--- config.mk ---
export PLATFORM = sky130hd
export DESIGN_NAME = process_queue_with_keyed_delete
export DESIGN_NICKNAME = d
export VERILOG_FILES = /design/src/hdl/pqkd_pkg.sv /design/src/hdl/pqkd_ram.sv /design/src/hdl/pqkd_ctrl.sv /design/src/hdl/process_queue_with_keyed_delete.sv
export SDC_FILE = /design/constraint.sdc
export NUM_CORES = 2
export LEC_CHECK = 0
export BUFFER_PORTS_ARGS = -buffer_cell sky130_fd_sc_hd__buf_2
export CAP_MARGIN = 20
export CORE_MARGIN = 2
export CORE_UTILIZATION = 43
export CTS_CLUSTER_DIAMETER = 200
export CTS_CLUSTER_SIZE = 12
export DETAILED_ROUTE_END_ITERATION = 8
export HOLD_SLACK_MARGIN = 0.12
export PLACE_DENSITY = 0.6
export SLEW_MARGIN = 30
export SYNTH_ARGS = -nofsm -noshare
export SYNTH_HDL_FRONTEND = slang
export SYNTH_SLANG_ARGS = --single-unit
export TNS_END_PERCENT = 1
--- constraint.sdc ---
create_clock -name i_clk -period 14.8 [get_ports i_clk]
set_clock_uncertainty 0.15 [all_clocks]
set_input_delay 3.7 -clock i_clk [delete_from_list [all_inputs] [get_ports i_clk]]
set_output_delay 3.7 -clock i_clk [all_outputs]
set_load 0.005 [all_outputs]
--- src/hdl/pqkd_pkg.sv ---
package pqkd_pkg;

    localparam int QUEUE_DEPTH_DEF = 16;
    localparam int NAME_BYTES_DEF  = 8;

    localparam int NAME_W = 64;
    localparam int PID_W  = 22;
    localparam int PRI_W  = 8;
    localparam int RUN_W  = 16;
    localparam int OCC_W  = 5;

    localparam logic [1:0] CMD_PUSH     = 2'd0;
    localparam logic [1:0] CMD_POP      = 2'd1;
    localparam logic [1:0] CMD_DEL_NAME = 2'd2;
    localparam logic [1:0] CMD_DEL_PID  = 2'd3;

    localparam logic [1:0] STAT_OK       = 2'd0;
    localparam logic [1:0] STAT_EMPTY    = 2'd1;
    localparam logic [1:0] STAT_NOTFOUND = 2'd2;
    localparam logic [1:0] STAT_FULL     = 2'd3;

    typedef struct packed {
        logic [1:0]        cmd;
        logic [NAME_W-1:0] key_name;
        logic [PID_W-1:0]  key_pid;
        logic [PRI_W-1:0]  new_priority;
        logic [RUN_W-1:0]  new_runtime;
    } t_pq_in;

    typedef struct packed {
        logic [1:0]        status;
        logic [NAME_W-1:0] out_name;
        logic [PID_W-1:0]  out_pid;
        logic [PRI_W-1:0]  out_priority;
        logic [RUN_W-1:0]  out_runtime;
        logic [OCC_W-1:0]  occupancy;
    } t_pq_out;

    typedef enum logic [1:0] {
        S_IDLE,
        S_SEARCH,
        S_SHIFT,
        S_DONE
    } t_state;

    // Keeps at most nbytes bytes and clears every byte from the first zero byte on.
    function automatic logic [NAME_W-1:0] canon_name(input logic [NAME_W-1:0] v,
                                                     input int nbytes);
        logic [NAME_W-1:0] r;
        logic              live;
        r    = '0;
        live = 1'b1;
        for (int b = 0; b < NAME_W / 8; b++) begin
            if (b >= nbytes || v[b*8 +: 8] == 8'd0) begin
                live = 1'b0;
            end
            if (live) begin
                r[b*8 +: 8] = v[b*8 +: 8];
            end
        end
        return r;
    endfunction

endpackage

--- src/hdl/pqkd_ram.sv ---
module pqkd_ram import pqkd_pkg::*; #(
    parameter int DEPTH = QUEUE_DEPTH_DEF,
    parameter int WIDTH = NAME_BYTES_DEF * 8 + PID_W + PRI_W + RUN_W
) (
    input  logic                     i_clk,
    input  logic                     i_we,
    input  logic [$clog2(DEPTH)-1:0] i_waddr,
    input  logic [WIDTH-1:0]         i_wdata,
    input  logic [$clog2(DEPTH)-1:0] i_raddr,
    output logic [WIDTH-1:0]         o_rdata
);

    logic [WIDTH-1:0] r_mem [DEPTH];
    logic [WIDTH-1:0] r_rdata;

    always_ff @(posedge i_clk) begin
        if (i_we) begin
            r_mem[i_waddr] <= i_wdata;
        end
    end

    always_ff @(posedge i_clk) begin
        r_rdata <= r_mem[i_raddr];
    end

    assign o_rdata = r_rdata;

endmodule

--- src/hdl/pqkd_ctrl.sv ---
module pqkd_ctrl import pqkd_pkg::*; #(
    parameter int QUEUE_DEPTH = QUEUE_DEPTH_DEF,
    parameter int NAME_BYTES  = NAME_BYTES_DEF,
    localparam int AW = $clog2(QUEUE_DEPTH),
    localparam int RW = NAME_BYTES * 8 + PID_W + PRI_W + RUN_W
) (
    input  logic          i_clk,
    input  logic          i_rst_n,
    input  logic          i_valid,
    output logic          o_stall,
    input  t_pq_in        i_data,
    output logic          o_res_valid,
    output t_pq_out       o_res,
    input  logic          i_res_ready,
    output logic          o_we,
    output logic [AW-1:0] o_waddr,
    output logic [RW-1:0] o_wdata,
    output logic [AW-1:0] o_raddr,
    input  logic [RW-1:0] i_rdata
);

    localparam int CW = $clog2(QUEUE_DEPTH + 1);
    localparam int XW = CW + 1;
    localparam int NW = NAME_BYTES * 8;

    t_state             r_state, n_state;
    logic [CW-1:0]      r_count, n_count;
    logic [AW-1:0]      r_pos, n_pos;
    logic [1:0]         r_cmd, n_cmd;
    logic [NW-1:0]      r_key_name, n_key_name;
    logic [PID_W-1:0]   r_key_pid, n_key_pid;
    t_pq_out            r_res, n_res;

    logic [NAME_W-1:0]  w_canon;
    logic [NW-1:0]      w_rd_name;
    logic [PID_W-1:0]   w_rd_pid;
    logic [PRI_W-1:0]   w_rd_pri;
    logic [RUN_W-1:0]   w_rd_run;
    logic [XW-1:0]      w_pos1, w_pos2, w_cnt;
    logic               w_hit;

    assign w_canon   = canon_name(i_data.key_name, NAME_BYTES);
    assign w_rd_name = i_rdata[RW-1 -: NW];
    assign w_rd_pid  = i_rdata[PID_W+PRI_W+RUN_W-1 -: PID_W];
    assign w_rd_pri  = i_rdata[PRI_W+RUN_W-1 -: PRI_W];
    assign w_rd_run  = i_rdata[RUN_W-1:0];
    assign w_pos1    = XW'(r_pos) + XW'(1);
    assign w_pos2    = XW'(r_pos) + XW'(2);
    assign w_cnt     = XW'(r_count);
    assign w_hit     = (r_cmd == CMD_POP) ||
                       ((r_cmd == CMD_DEL_NAME) && (w_rd_name == r_key_name)) ||
                       ((r_cmd == CMD_DEL_PID) && (w_rd_pid == r_key_pid));

    always_ff @(posedge i_clk) begin
        if (!i_rst_n) begin
            r_state <= S_IDLE;
            r_count <= '0;
        end else begin
            r_state <= n_state;
            r_count <= n_count;
        end
    end

    always_ff @(posedge i_clk) begin
        r_pos      <= n_pos;
        r_cmd      <= n_cmd;
        r_key_name <= n_key_name;
        r_key_pid  <= n_key_pid;
        r_res      <= n_res;
    end

    always_comb begin
        n_state     = r_state;
        n_count     = r_count;
        n_pos       = r_pos;
        n_cmd       = r_cmd;
        n_key_name  = r_key_name;
        n_key_pid   = r_key_pid;
        n_res       = r_res;
        o_stall     = 1'b1;
        o_res_valid = 1'b0;
        o_we        = 1'b0;
        o_waddr     = r_pos;
        o_wdata     = i_rdata;
        o_raddr     = '0;

        case (r_state)
            S_IDLE: begin
                o_stall = 1'b0;
                if (i_valid) begin
                    n_cmd      = i_data.cmd;
                    n_key_name = w_canon[NW-1:0];
                    n_key_pid  = i_data.key_pid;
                    n_res      = '0;
                    n_pos      = '0;
                    n_state    = S_DONE;
                    if (i_data.cmd == CMD_PUSH) begin
                        if (r_count == CW'(QUEUE_DEPTH)) begin
                            n_res.status = STAT_FULL;
                        end else begin
                            o_we    = 1'b1;
                            o_waddr = r_count[AW-1:0];
                            o_wdata = {w_canon[NW-1:0], i_data.key_pid,
                                       i_data.new_priority, i_data.new_runtime};
                            n_count = r_count + CW'(1);
                        end
                    end else if (r_count == '0) begin
                        n_res.status = (i_data.cmd == CMD_POP) ? STAT_EMPTY : STAT_NOTFOUND;
                    end else begin
                        n_state = S_SEARCH;
                    end
                end
            end
            S_SEARCH: begin
                if (w_hit) begin
                    n_res.out_name     = NAME_W'(w_rd_name);
                    n_res.out_pid      = w_rd_pid;
                    n_res.out_priority = w_rd_pri;
                    n_res.out_runtime  = w_rd_run;
                    if (w_pos1 >= w_cnt) begin
                        n_count = r_count - CW'(1);
                        n_state = S_DONE;
                    end else begin
                        o_raddr = w_pos1[AW-1:0];
                        n_state = S_SHIFT;
                    end
                end else if (w_pos1 >= w_cnt) begin
                    n_res.status = STAT_NOTFOUND;
                    n_state      = S_DONE;
                end else begin
                    o_raddr = w_pos1[AW-1:0];
                    n_pos   = w_pos1[AW-1:0];
                end
            end
            S_SHIFT: begin
                o_we = 1'b1;
                if (w_pos2 >= w_cnt) begin
                    n_count = r_count - CW'(1);
                    n_state = S_DONE;
                end else begin
                    o_raddr = w_pos2[AW-1:0];
                    n_pos   = w_pos1[AW-1:0];
                end
            end
            S_DONE: begin
                o_res_valid = 1'b1;
                if (i_res_ready) begin
                    n_state = S_IDLE;
                end
            end
            default: begin
                n_state = S_IDLE;
            end
        endcase
    end

    always_comb begin
        o_res           = r_res;
        o_res.occupancy = OCC_W'(r_count);
    end

endmodule

--- src/hdl/process_queue_with_keyed_delete.sv ---
// Bounded queue of process records with push, pop and search-and-delete.
// Input channel: i_valid, o_stall, i_data. One beat carries one command.
// Output channel: o_valid, i_stall, o_data. Every command gives exactly one beat
// with a status, the removed record (zero when nothing was removed) and the
// number of records held afterwards.
// Push and commands on an empty queue go straight to the done state; their result
// then moves into the output register. Pop and the keyed deletes read the record
// store one entry per cycle: the search walks from the head until the first match,
// then every later record is moved one place toward the head, one per cycle,
// through the single read port and single write port of the store.
// One command is in work at a time; the next beat is taken once the result of
// the previous one has moved into the output register.
// A result waits in the output register while i_stall is high, and the block
// can finish the following command meanwhile, holding it until the register
// frees. Reset empties the queue; the record store itself is not cleared.
module process_queue_with_keyed_delete import pqkd_pkg::*; #(
    parameter int QUEUE_DEPTH = QUEUE_DEPTH_DEF,
    parameter int NAME_BYTES  = NAME_BYTES_DEF
) (
    input  logic    i_clk,
    input  logic    i_rst_n,
    input  logic    i_valid,
    output logic    o_stall,
    input  t_pq_in  i_data,
    output logic    o_valid,
    input  logic    i_stall,
    output t_pq_out o_data
);

    localparam int AW = $clog2(QUEUE_DEPTH);
    localparam int RW = NAME_BYTES * 8 + PID_W + PRI_W + RUN_W;

    logic          w_we;
    logic [AW-1:0] w_waddr;
    logic [RW-1:0] w_wdata;
    logic [AW-1:0] w_raddr;
    logic [RW-1:0] w_rdata;
    logic          w_res_valid;
    logic          w_res_ready;
    t_pq_out       w_res;

    logic          r_out_valid;
    t_pq_out       r_out;

    pqkd_ctrl #(
        .QUEUE_DEPTH (QUEUE_DEPTH),
        .NAME_BYTES  (NAME_BYTES)
    ) u_ctrl (
        .i_clk       (i_clk),
        .i_rst_n     (i_rst_n),
        .i_valid     (i_valid),
        .o_stall     (o_stall),
        .i_data      (i_data),
        .o_res_valid (w_res_valid),
        .o_res       (w_res),
        .i_res_ready (w_res_ready),
        .o_we        (w_we),
        .o_waddr     (w_waddr),
        .o_wdata     (w_wdata),
        .o_raddr     (w_raddr),
        .i_rdata     (w_rdata)
    );

    pqkd_ram #(
        .DEPTH (QUEUE_DEPTH),
        .WIDTH (RW)
    ) u_ram (
        .i_clk   (i_clk),
        .i_we    (w_we),
        .i_waddr (w_waddr),
        .i_wdata (w_wdata),
        .i_raddr (w_raddr),
        .o_rdata (w_rdata)
    );

    assign w_res_ready = !r_out_valid || !i_stall;

    always_ff @(posedge i_clk) begin
        if (!i_rst_n) begin
            r_out_valid <= 1'b0;
        end else if (w_res_valid && w_res_ready) begin
            r_out_valid <= 1'b1;
        end else if (!i_stall) begin
            r_out_valid <= 1'b0;
        end
    end

    always_ff @(posedge i_clk) begin
        if (w_res_valid && w_res_ready) begin
            r_out <= w_res;
        end
    end

    assign o_valid = r_out_valid;
    assign o_data  = r_out;

    a_full_means_max: assert property (@(posedge i_clk) disable iff (!i_rst_n)
        (o_valid && o_data.status == STAT_FULL) |-> (o_data.occupancy == OCC_W'(QUEUE_DEPTH)))
        else $error("full status with a queue that is not full");

    a_empty_means_zero: assert property (@(posedge i_clk) disable iff (!i_rst_n)
        (o_valid && o_data.status == STAT_EMPTY) |-> (o_data.occupancy == '0))
        else $error("empty status with records held");

    a_busy_while_result: assert property (@(posedge i_clk) disable iff (!i_rst_n)
        w_res_valid |-> o_stall)
        else $error("input taken while a result is pending");

    a_result_lands: assert property (@(posedge i_clk) disable iff (!i_rst_n)
        (w_res_valid && w_res_ready) |=> o_valid)
        else $error("result lost on the way to the output register");

endmodule

== Yosys cells after proc, flatten, opt, wreduce, memory -nomap -nowiden ==
Memories as Yosys holds them, arrays and structs flattened. A register that Yosys moved wholly into a read port is not among the register bits.
Cells that the tools add are included.

* Output and inout port bits: 119
* Flip-flop bits (word level): 329
* Bits in writable memories: 1,760
* Memories kept: 1

* Equality and inequality tests: 22
* $add $sub $neg: 4
* Mux-type cells: 67
* Reduce and logical (&&, ||, !) cells: 27
* Magnitude comparators: 2

{| class="wikitable"
|+ Memories
! name !! words !! bits a word !! read ports !! clocked after memory_dff !! write ports !! line !! text
|-
| u_ram.r_mem || 16 || 110 || 1 || 1 || 1 || pqkd_ram.sv:13 || <nowiki>logic [WIDTH-1:0] r_mem [DEPTH];</nowiki>
|}

{| class="wikitable"
|+ Operators with widths
! operator !! number
|-
| $mux 110 || 5
|-
| $pmux 112 s2 || 1
|-
| $mux 117 || 1
|-
| $eq 64x64->1 || 1
|-
| $logic_not 8->1 || 8
|-
| $mux 8 || 8
|-
| $mux 4 || 10
|-
| $mux 5 || 6
|-
| $mux 2 || 13
|-
| $eq 22x22->1 || 1
|-
| $mux 1 || 18
|-
| $pmux 5 s3 || 1
|-
| $ge 6x5->1 || 2
|-
| $ne 2x2->1 const B || 6
|-
| $pmux 4 s3 || 1
|-
| $ne 2x1->1 const B || 5
|-
| $eq 2x2->1 const B || 4
|-
| $pmux 2 s4 || 1
|-
| $pmux 4 s2 || 1
|-
| $reduce_and 4->1 || 2
|-
| $reduce_and 7->1 || 1
|-
| $eq 2x1->1 const B || 3
|-
| $add 4x1->5 const B || 1
|-
| $add 4x2->5 const B || 1
|-
| other kinds (15) || 21
|}

== Logic depth before layout (Yosys ltp) ==
* Depth in word-level cells: 14
* Depth in mapped cells: 16
* Depth with buffers taken out: 11

== By module ==
From an unflattened synthesis, not the netlist that was laid out.

* Cells, all modules: 3,763
* Area, all modules: 82,487.9 µm²

{| class="wikitable"
|+ By module, submodules not included
! module !! area each (µm²) !! sequential area each (µm²) !! cells an instance !! instances
|-
| pqkd_ram || 68,017.7 || 55,052.8 || 2,813 || 1
|-
| pqkd_ctrl || 10,915.5 || 6,266.0 || 828 || 1
|-
| process_queue_with_keyed_delete || 3,554.7 || 3,533.4 || 122 || 1
|}

== Worst setup path after synthesis ==
OpenSTA, ideal clock, no wires.

* Path kind: input to register
* Start point: input port i_stall
* End point: register r_out (netlist bit o_data[0]), enable pin
* Arrival: 12.165 ns
* Path slack: 1.715 ns
* Buffers on the path: 0
* Stages: 1
* Path through: a21boi_0

* Longest elaborated chain between the ends: 3

{| class="wikitable"
|+ RTL lines
! what !! line !! text
|-
| from (decl) || process_queue_with_keyed_delete.sv:26 || <nowiki>input logic i_stall,</nowiki>
|-
| $logic_not 1->1 || n/a ||
|-
| $logic_or 1x1->1 || process_queue_with_keyed_delete.sv:76 || <nowiki>assign w_res_ready = !r_out_valid || !i_stall;</nowiki>
|-
| $logic_and 1x1->1 || process_queue_with_keyed_delete.sv:89 || <nowiki>if (w_res_valid && w_res_ready) begin</nowiki>
|-
| to (signal assigned) || process_queue_with_keyed_delete.sv:90 || <nowiki>r_out <= w_res;</nowiki>
|-
| to (decl) || process_queue_with_keyed_delete.sv:43 || <nowiki>t_pq_out r_out;</nowiki>
|}

Every way passes these cells.
A chain may end at the register's enable or synchronous reset.

== Worst setup path in the final report ==
* Start point: input port i_valid
* End point: memory u_ram.r_mem[2][81] in the netlist's numbering, enable pin

* Longest elaborated chain between the ends: 4
* Elaborated cells on any way between the ends: 6
* Classes of those cells: mux (6)

{| class="wikitable"
|+ RTL lines
! what !! line !! text
|-
| from (decl) || process_queue_with_keyed_delete.sv:22 || <nowiki>input logic i_valid,</nowiki>
|-
| $mux 1 || pqkd_ctrl.sv:90 || <nowiki>if (i_valid) begin</nowiki>
|-
| $pmux 1 s2 || pqkd_ctrl.sv:87 || <nowiki>case (r_state)</nowiki>
|-
| $mux 1 || pqkd_ram.sv:17 || <nowiki>if (i_we) begin</nowiki>
|-
| $mux 1 (implied by the code) || pqkd_ram.sv:18 || <nowiki>r_mem[i_waddr] <= i_wdata;</nowiki>
|-
| to (decl) || pqkd_ram.sv:13 ||
|}

Parallel ways exist; a longest one is shown, timed or not.

==> implementation parameters <==
Parameter                              Value

Global routing
  Largest net degree at the start of global routing    172
  Wire length of the first global-routing pass    419,000 um
  Total global-route track usage    26.0%
  Number of global-route vias before repair    58.4k
  Initial antenna violation count    26
  Congestion Overflow GR    0

Clocking
  Total CTS buffers    201
  Clock transition at the registers of the reported paths    0.06 ns
  Cell at the root of the clock tree    sky130_fd_sc_hd__clkbuf_16
  CTS-repair resized insts    0
  Max Root-Sink Buffers    3
  TritonCTS clock tree    done
  Clock sink total    2,199
  Post-CTS Repair Setup Buffers    0
  Number of levels the H-tree was split into    4
  Number of hold buffers added after CTS    0
  Clock latency of the later-clocked register in the worst-skew pair    0.88 ns

Placed design
  Hpwl dp    147,000 um
  Buffers added on ports    234
  Final Wtd Congestion    0.834
  Cell total after placement    9,078
  Post-Place Cell Area    96,700 sq um

Critical path
  Arr. time, crit path    8.49 ns
  Endpoint required time on the critical path    15.11 ns
  Setup crit end kind    flop
  Kind of critical path    input port to flop
  Critical Path Source Type    input port
  CP max FO    86

Power
  Gate power share    30.6%
  Pint    12.5 mW
  Power share of the clock group    24.5%
  Peak ir drop on the vdd network    0.237 mV
  Switching Fraction    37.2%
  Reported leakage power    35.4 nW
  Sequential share of power    44.9%
  Switching power total    7.39 mW
  Total power density per cell area    193 nW/um^2

Yosys
  Average cell area after synthesis    14.2 sq um
  Top cell type's share of synthesized area    67.2%
  Number of synthesis warnings    0
  Post-synth EDFFs    2,081
  Synth area leaders    sky130_fd_sc_hd__edfxtp_1, sky130_fd_sc_hd__o211ai_1, sky130_fd_sc_hd__mux2i_1
  Fraction of synthesis flops using an asynchronous set or reset pin    0%
  Sequential-to-total area share from yosys stat    69.8%
  Synthesized net count    6,667
  Post-synthesis register bit count    2,199
  Summed instance area of the synthesized netlist    93,000 sq um
  Post-synthesis instance total    6,531
  Top flip-flop cell by instance count after synthesis    sky130_fd_sc_hd__edfxtp_1
  Cell type with the highest aggregate area in the netlist    sky130_fd_sc_hd__edfxtp_1
  Count of distinct cell types in the synthesized netlist    68

Routing
  Vias/cell    6.38
  Total Wirelength    293,000 um
  Antenna-violating nets left    0
  Vias after detailed routing    60.4k
  Detailed Route Iter0 Violations    7,184
  Detail-routed net length per standard cell    31.0 um
  First-pass iteration count of the detailed router    6
  DR DRC count    0

Die
  Overall die height    469 um
  Die Outline Area    220,000 sq um
  Die width    469 um
  Initial Utilization    43.3%
  Number of rows in the core area    170
  Number of top-level pins    235
  Core Box Area    215,000 sq um

Worst hold path
  Worst min-delay path category    flop to flop

Timing
  Number of setup violations in the final report    0
  Final clock period utilization by the worst path    55.3%
  Slew at the pin with the worst max-slew slack    1.23 ns
  Maximum operating frequency    122 MHz
  Post-route setup TNS    0 ns
  Setup repair after global routing missed its margin    no
  Minimum clock period    8.19 ns
  Max Slew Vio Count    0
  Slew margin rel.    17.9%
  Final Hold Viols    0

Layout
  Filler Cell Count    18.4k
  Final non-filler cell total    9,468
  Fraction of final layout cells sized beyond drive strength 1    10.2%
  Layout Nets    6,587
  Area overhead of the layout relative to synthesis    10.7%
  Post-route cell area    103,000 sq um

Job
  Max cap viols    0

Status
  Run status    completed
==> synth_stat cells (all sizes together) (3+ instances only) <==
library cell / number
dfxtp: 118
o21a: 3
edfxtp: 2081
mux2i: 334
and3: 231
ha: 19
a21boi: 4
a221oi: 222
or4: 4
a2111oi: 4
nand2: 512
a31oi: 6
o221ai: 3
nor2b: 12
o211a: 3
o211ai: 662
a21oi: 127
mux2: 45
clkbuf: 496
a221o: 109
a22oi: 109
inv: 248
buf: 134
xor2: 57
a211oi: 443
nor3: 7
nor2: 35
o22a: 109
nand2b: 4
xnor2: 20
and2: 167
nand4: 10
nor4: 27
o21ai: 14
a21o: 7
nand3: 112
a31o: 8
==> registers in the layout (all words and copies together), names as in the netlist <==
signal / count
u_ctrl.r_count: 5
u_ctrl.o_res: 112
u_ctrl.r_pos: 4
u_ram.o_rdata: 110
u_ram.r_mem: 1760
u_ctrl.r_key_name: 64
o_valid: 1
u_ctrl.r_cmd: 2
u_ctrl.r_state: 2
u_ctrl.r_key_pid: 22
o_data: 117
==> final timing paths <==
check,startpoint,to,slack [ns],cells past startpoint
worst max-delay path,i_valid,u_ram.r_mem[2][81],6.61,7
worst min register to register,u_ctrl.o_res[57],o_data[57],0.25,0
worst min-delay path,u_ctrl.o_res[57],o_data[57],0.25,0
worst max register to register,u_ctrl.r_pos[2],u_ram.o_rdata[108],7.97,14
==> metal layers <==
metal | track usage, % | up-vias | routed length, um
li1 | - | 25800 | -
met1 | 34.6 | 30600 | 115000
met2 | 40.2 | 3280 | 135000
met5 | 0 | - | 97
met3 | 4.70 | 670 | 25600
met4 | 15.3 | 16 | 17700
==> power by group through the flow <==
stage | clock, mW | sequential, mW | combinational [mW]
finish | 4.88 | 8.92 | 6.09
floorplan | 0 | 8.88 | 3.64
detailed placement | 0 | 9.04 | 5.93
CTS | 4.94 | 8.91 | 5.94
global placement | 0 | 9.03 | 5.82
global route | 5.18 | 8.97 | 6.38
==> critical path, stage by stage <==
cell and delay (ns):
sky130_fd_sc_hd__buf_2 0.12, sky130_fd_sc_hd__and2_4 0.70, sky130_fd_sc_hd__and2_4 0.79, sky130_fd_sc_hd__buf_4 0.75, sky130_fd_sc_hd__a31oi_1 0.51, sky130_fd_sc_hd__nor2_4 0.86
sky130_fd_sc_hd__buf_12 0.65
==> placed cells by master (no fill, tap or decap), types with 60 or more instances in the layout <==
cell type,n
sky130_fd_sc_hd__and2_1,163
sky130_fd_sc_hd__buf_2,234
sky130_fd_sc_hd__nand3_1,112
sky130_fd_sc_hd__dfxtp_1,118
sky130_fd_sc_hd__o211ai_1,660
sky130_fd_sc_hd__nand2_1,509
sky130_fd_sc_hd__a22oi_1,109
sky130_fd_sc_hd__a21oi_1,126
sky130_fd_sc_hd__inv_1,246
sky130_fd_sc_hd__mux2i_1,334
sky130_fd_sc_hd__edfxtp_1,2081
sky130_fd_sc_hd__a211oi_1,441
sky130_fd_sc_hd__and3_1,231
sky130_fd_sc_hd__buf_4,60
sky130_fd_sc_hd__clkbuf_16,203
sky130_fd_sc_hd__o22a_1,109
sky130_fd_sc_hd__clkbuf_1,149
sky130_fd_sc_hd__a221o_1,109
sky130_fd_sc_hd__a221oi_1,222
==> cells by family (layout without fill, tap and decap cells) <==
logic type	count (synthesis)	count (layout)	share of synthesized area [%]
flops	2199	2199	69.8
compound gates	1851	1851	15.4
other cells	0	16	0
xor+xnor	77	77	0.725
simple gates	1127	1127	5.98
mux	379	379	4.14
fa+ha+maj	20	20	0.277
buf+inv	878	961	3.75
==> area by class of cell <==
cell class	count	area, sq um	area share [%]
Clock buffer	352	5640	5.48
Antenna cell	16	40.0	0.0389
Multi-Input combinational cell	3454	25000	24.3
Sequential cell	2199	64900	63.0
Timing Repair Buffer	347	2570	2.50
Inverter	248	936	0.909
Clock inverter	14	288	0.280
Tap cell	2838	3550	3.45
==> stage by stage <==
| stage | util (%) | hold slack [ns] | power (mW) | setup slack (ns) |
|---|---|---|---|---|
| after global routing | 47.9 | 0.266 | 20.5 | 6.57 |
| final | 47.9 | 0.250 | 19.9 | 6.61 |
| after global placement | 45.0 | 0.251 | 14.9 | 5.68 |
| after detailed placement | 45.0 | 0.255 | 15.0 | 5.78 |
| after CTS | 47.8 | 0.258 | 19.8 | 6.70 |
| after floorplan | - | 0.250 | 12.5 | 1.72 |
No activity file was read; power rests on OpenSTA's default activity.
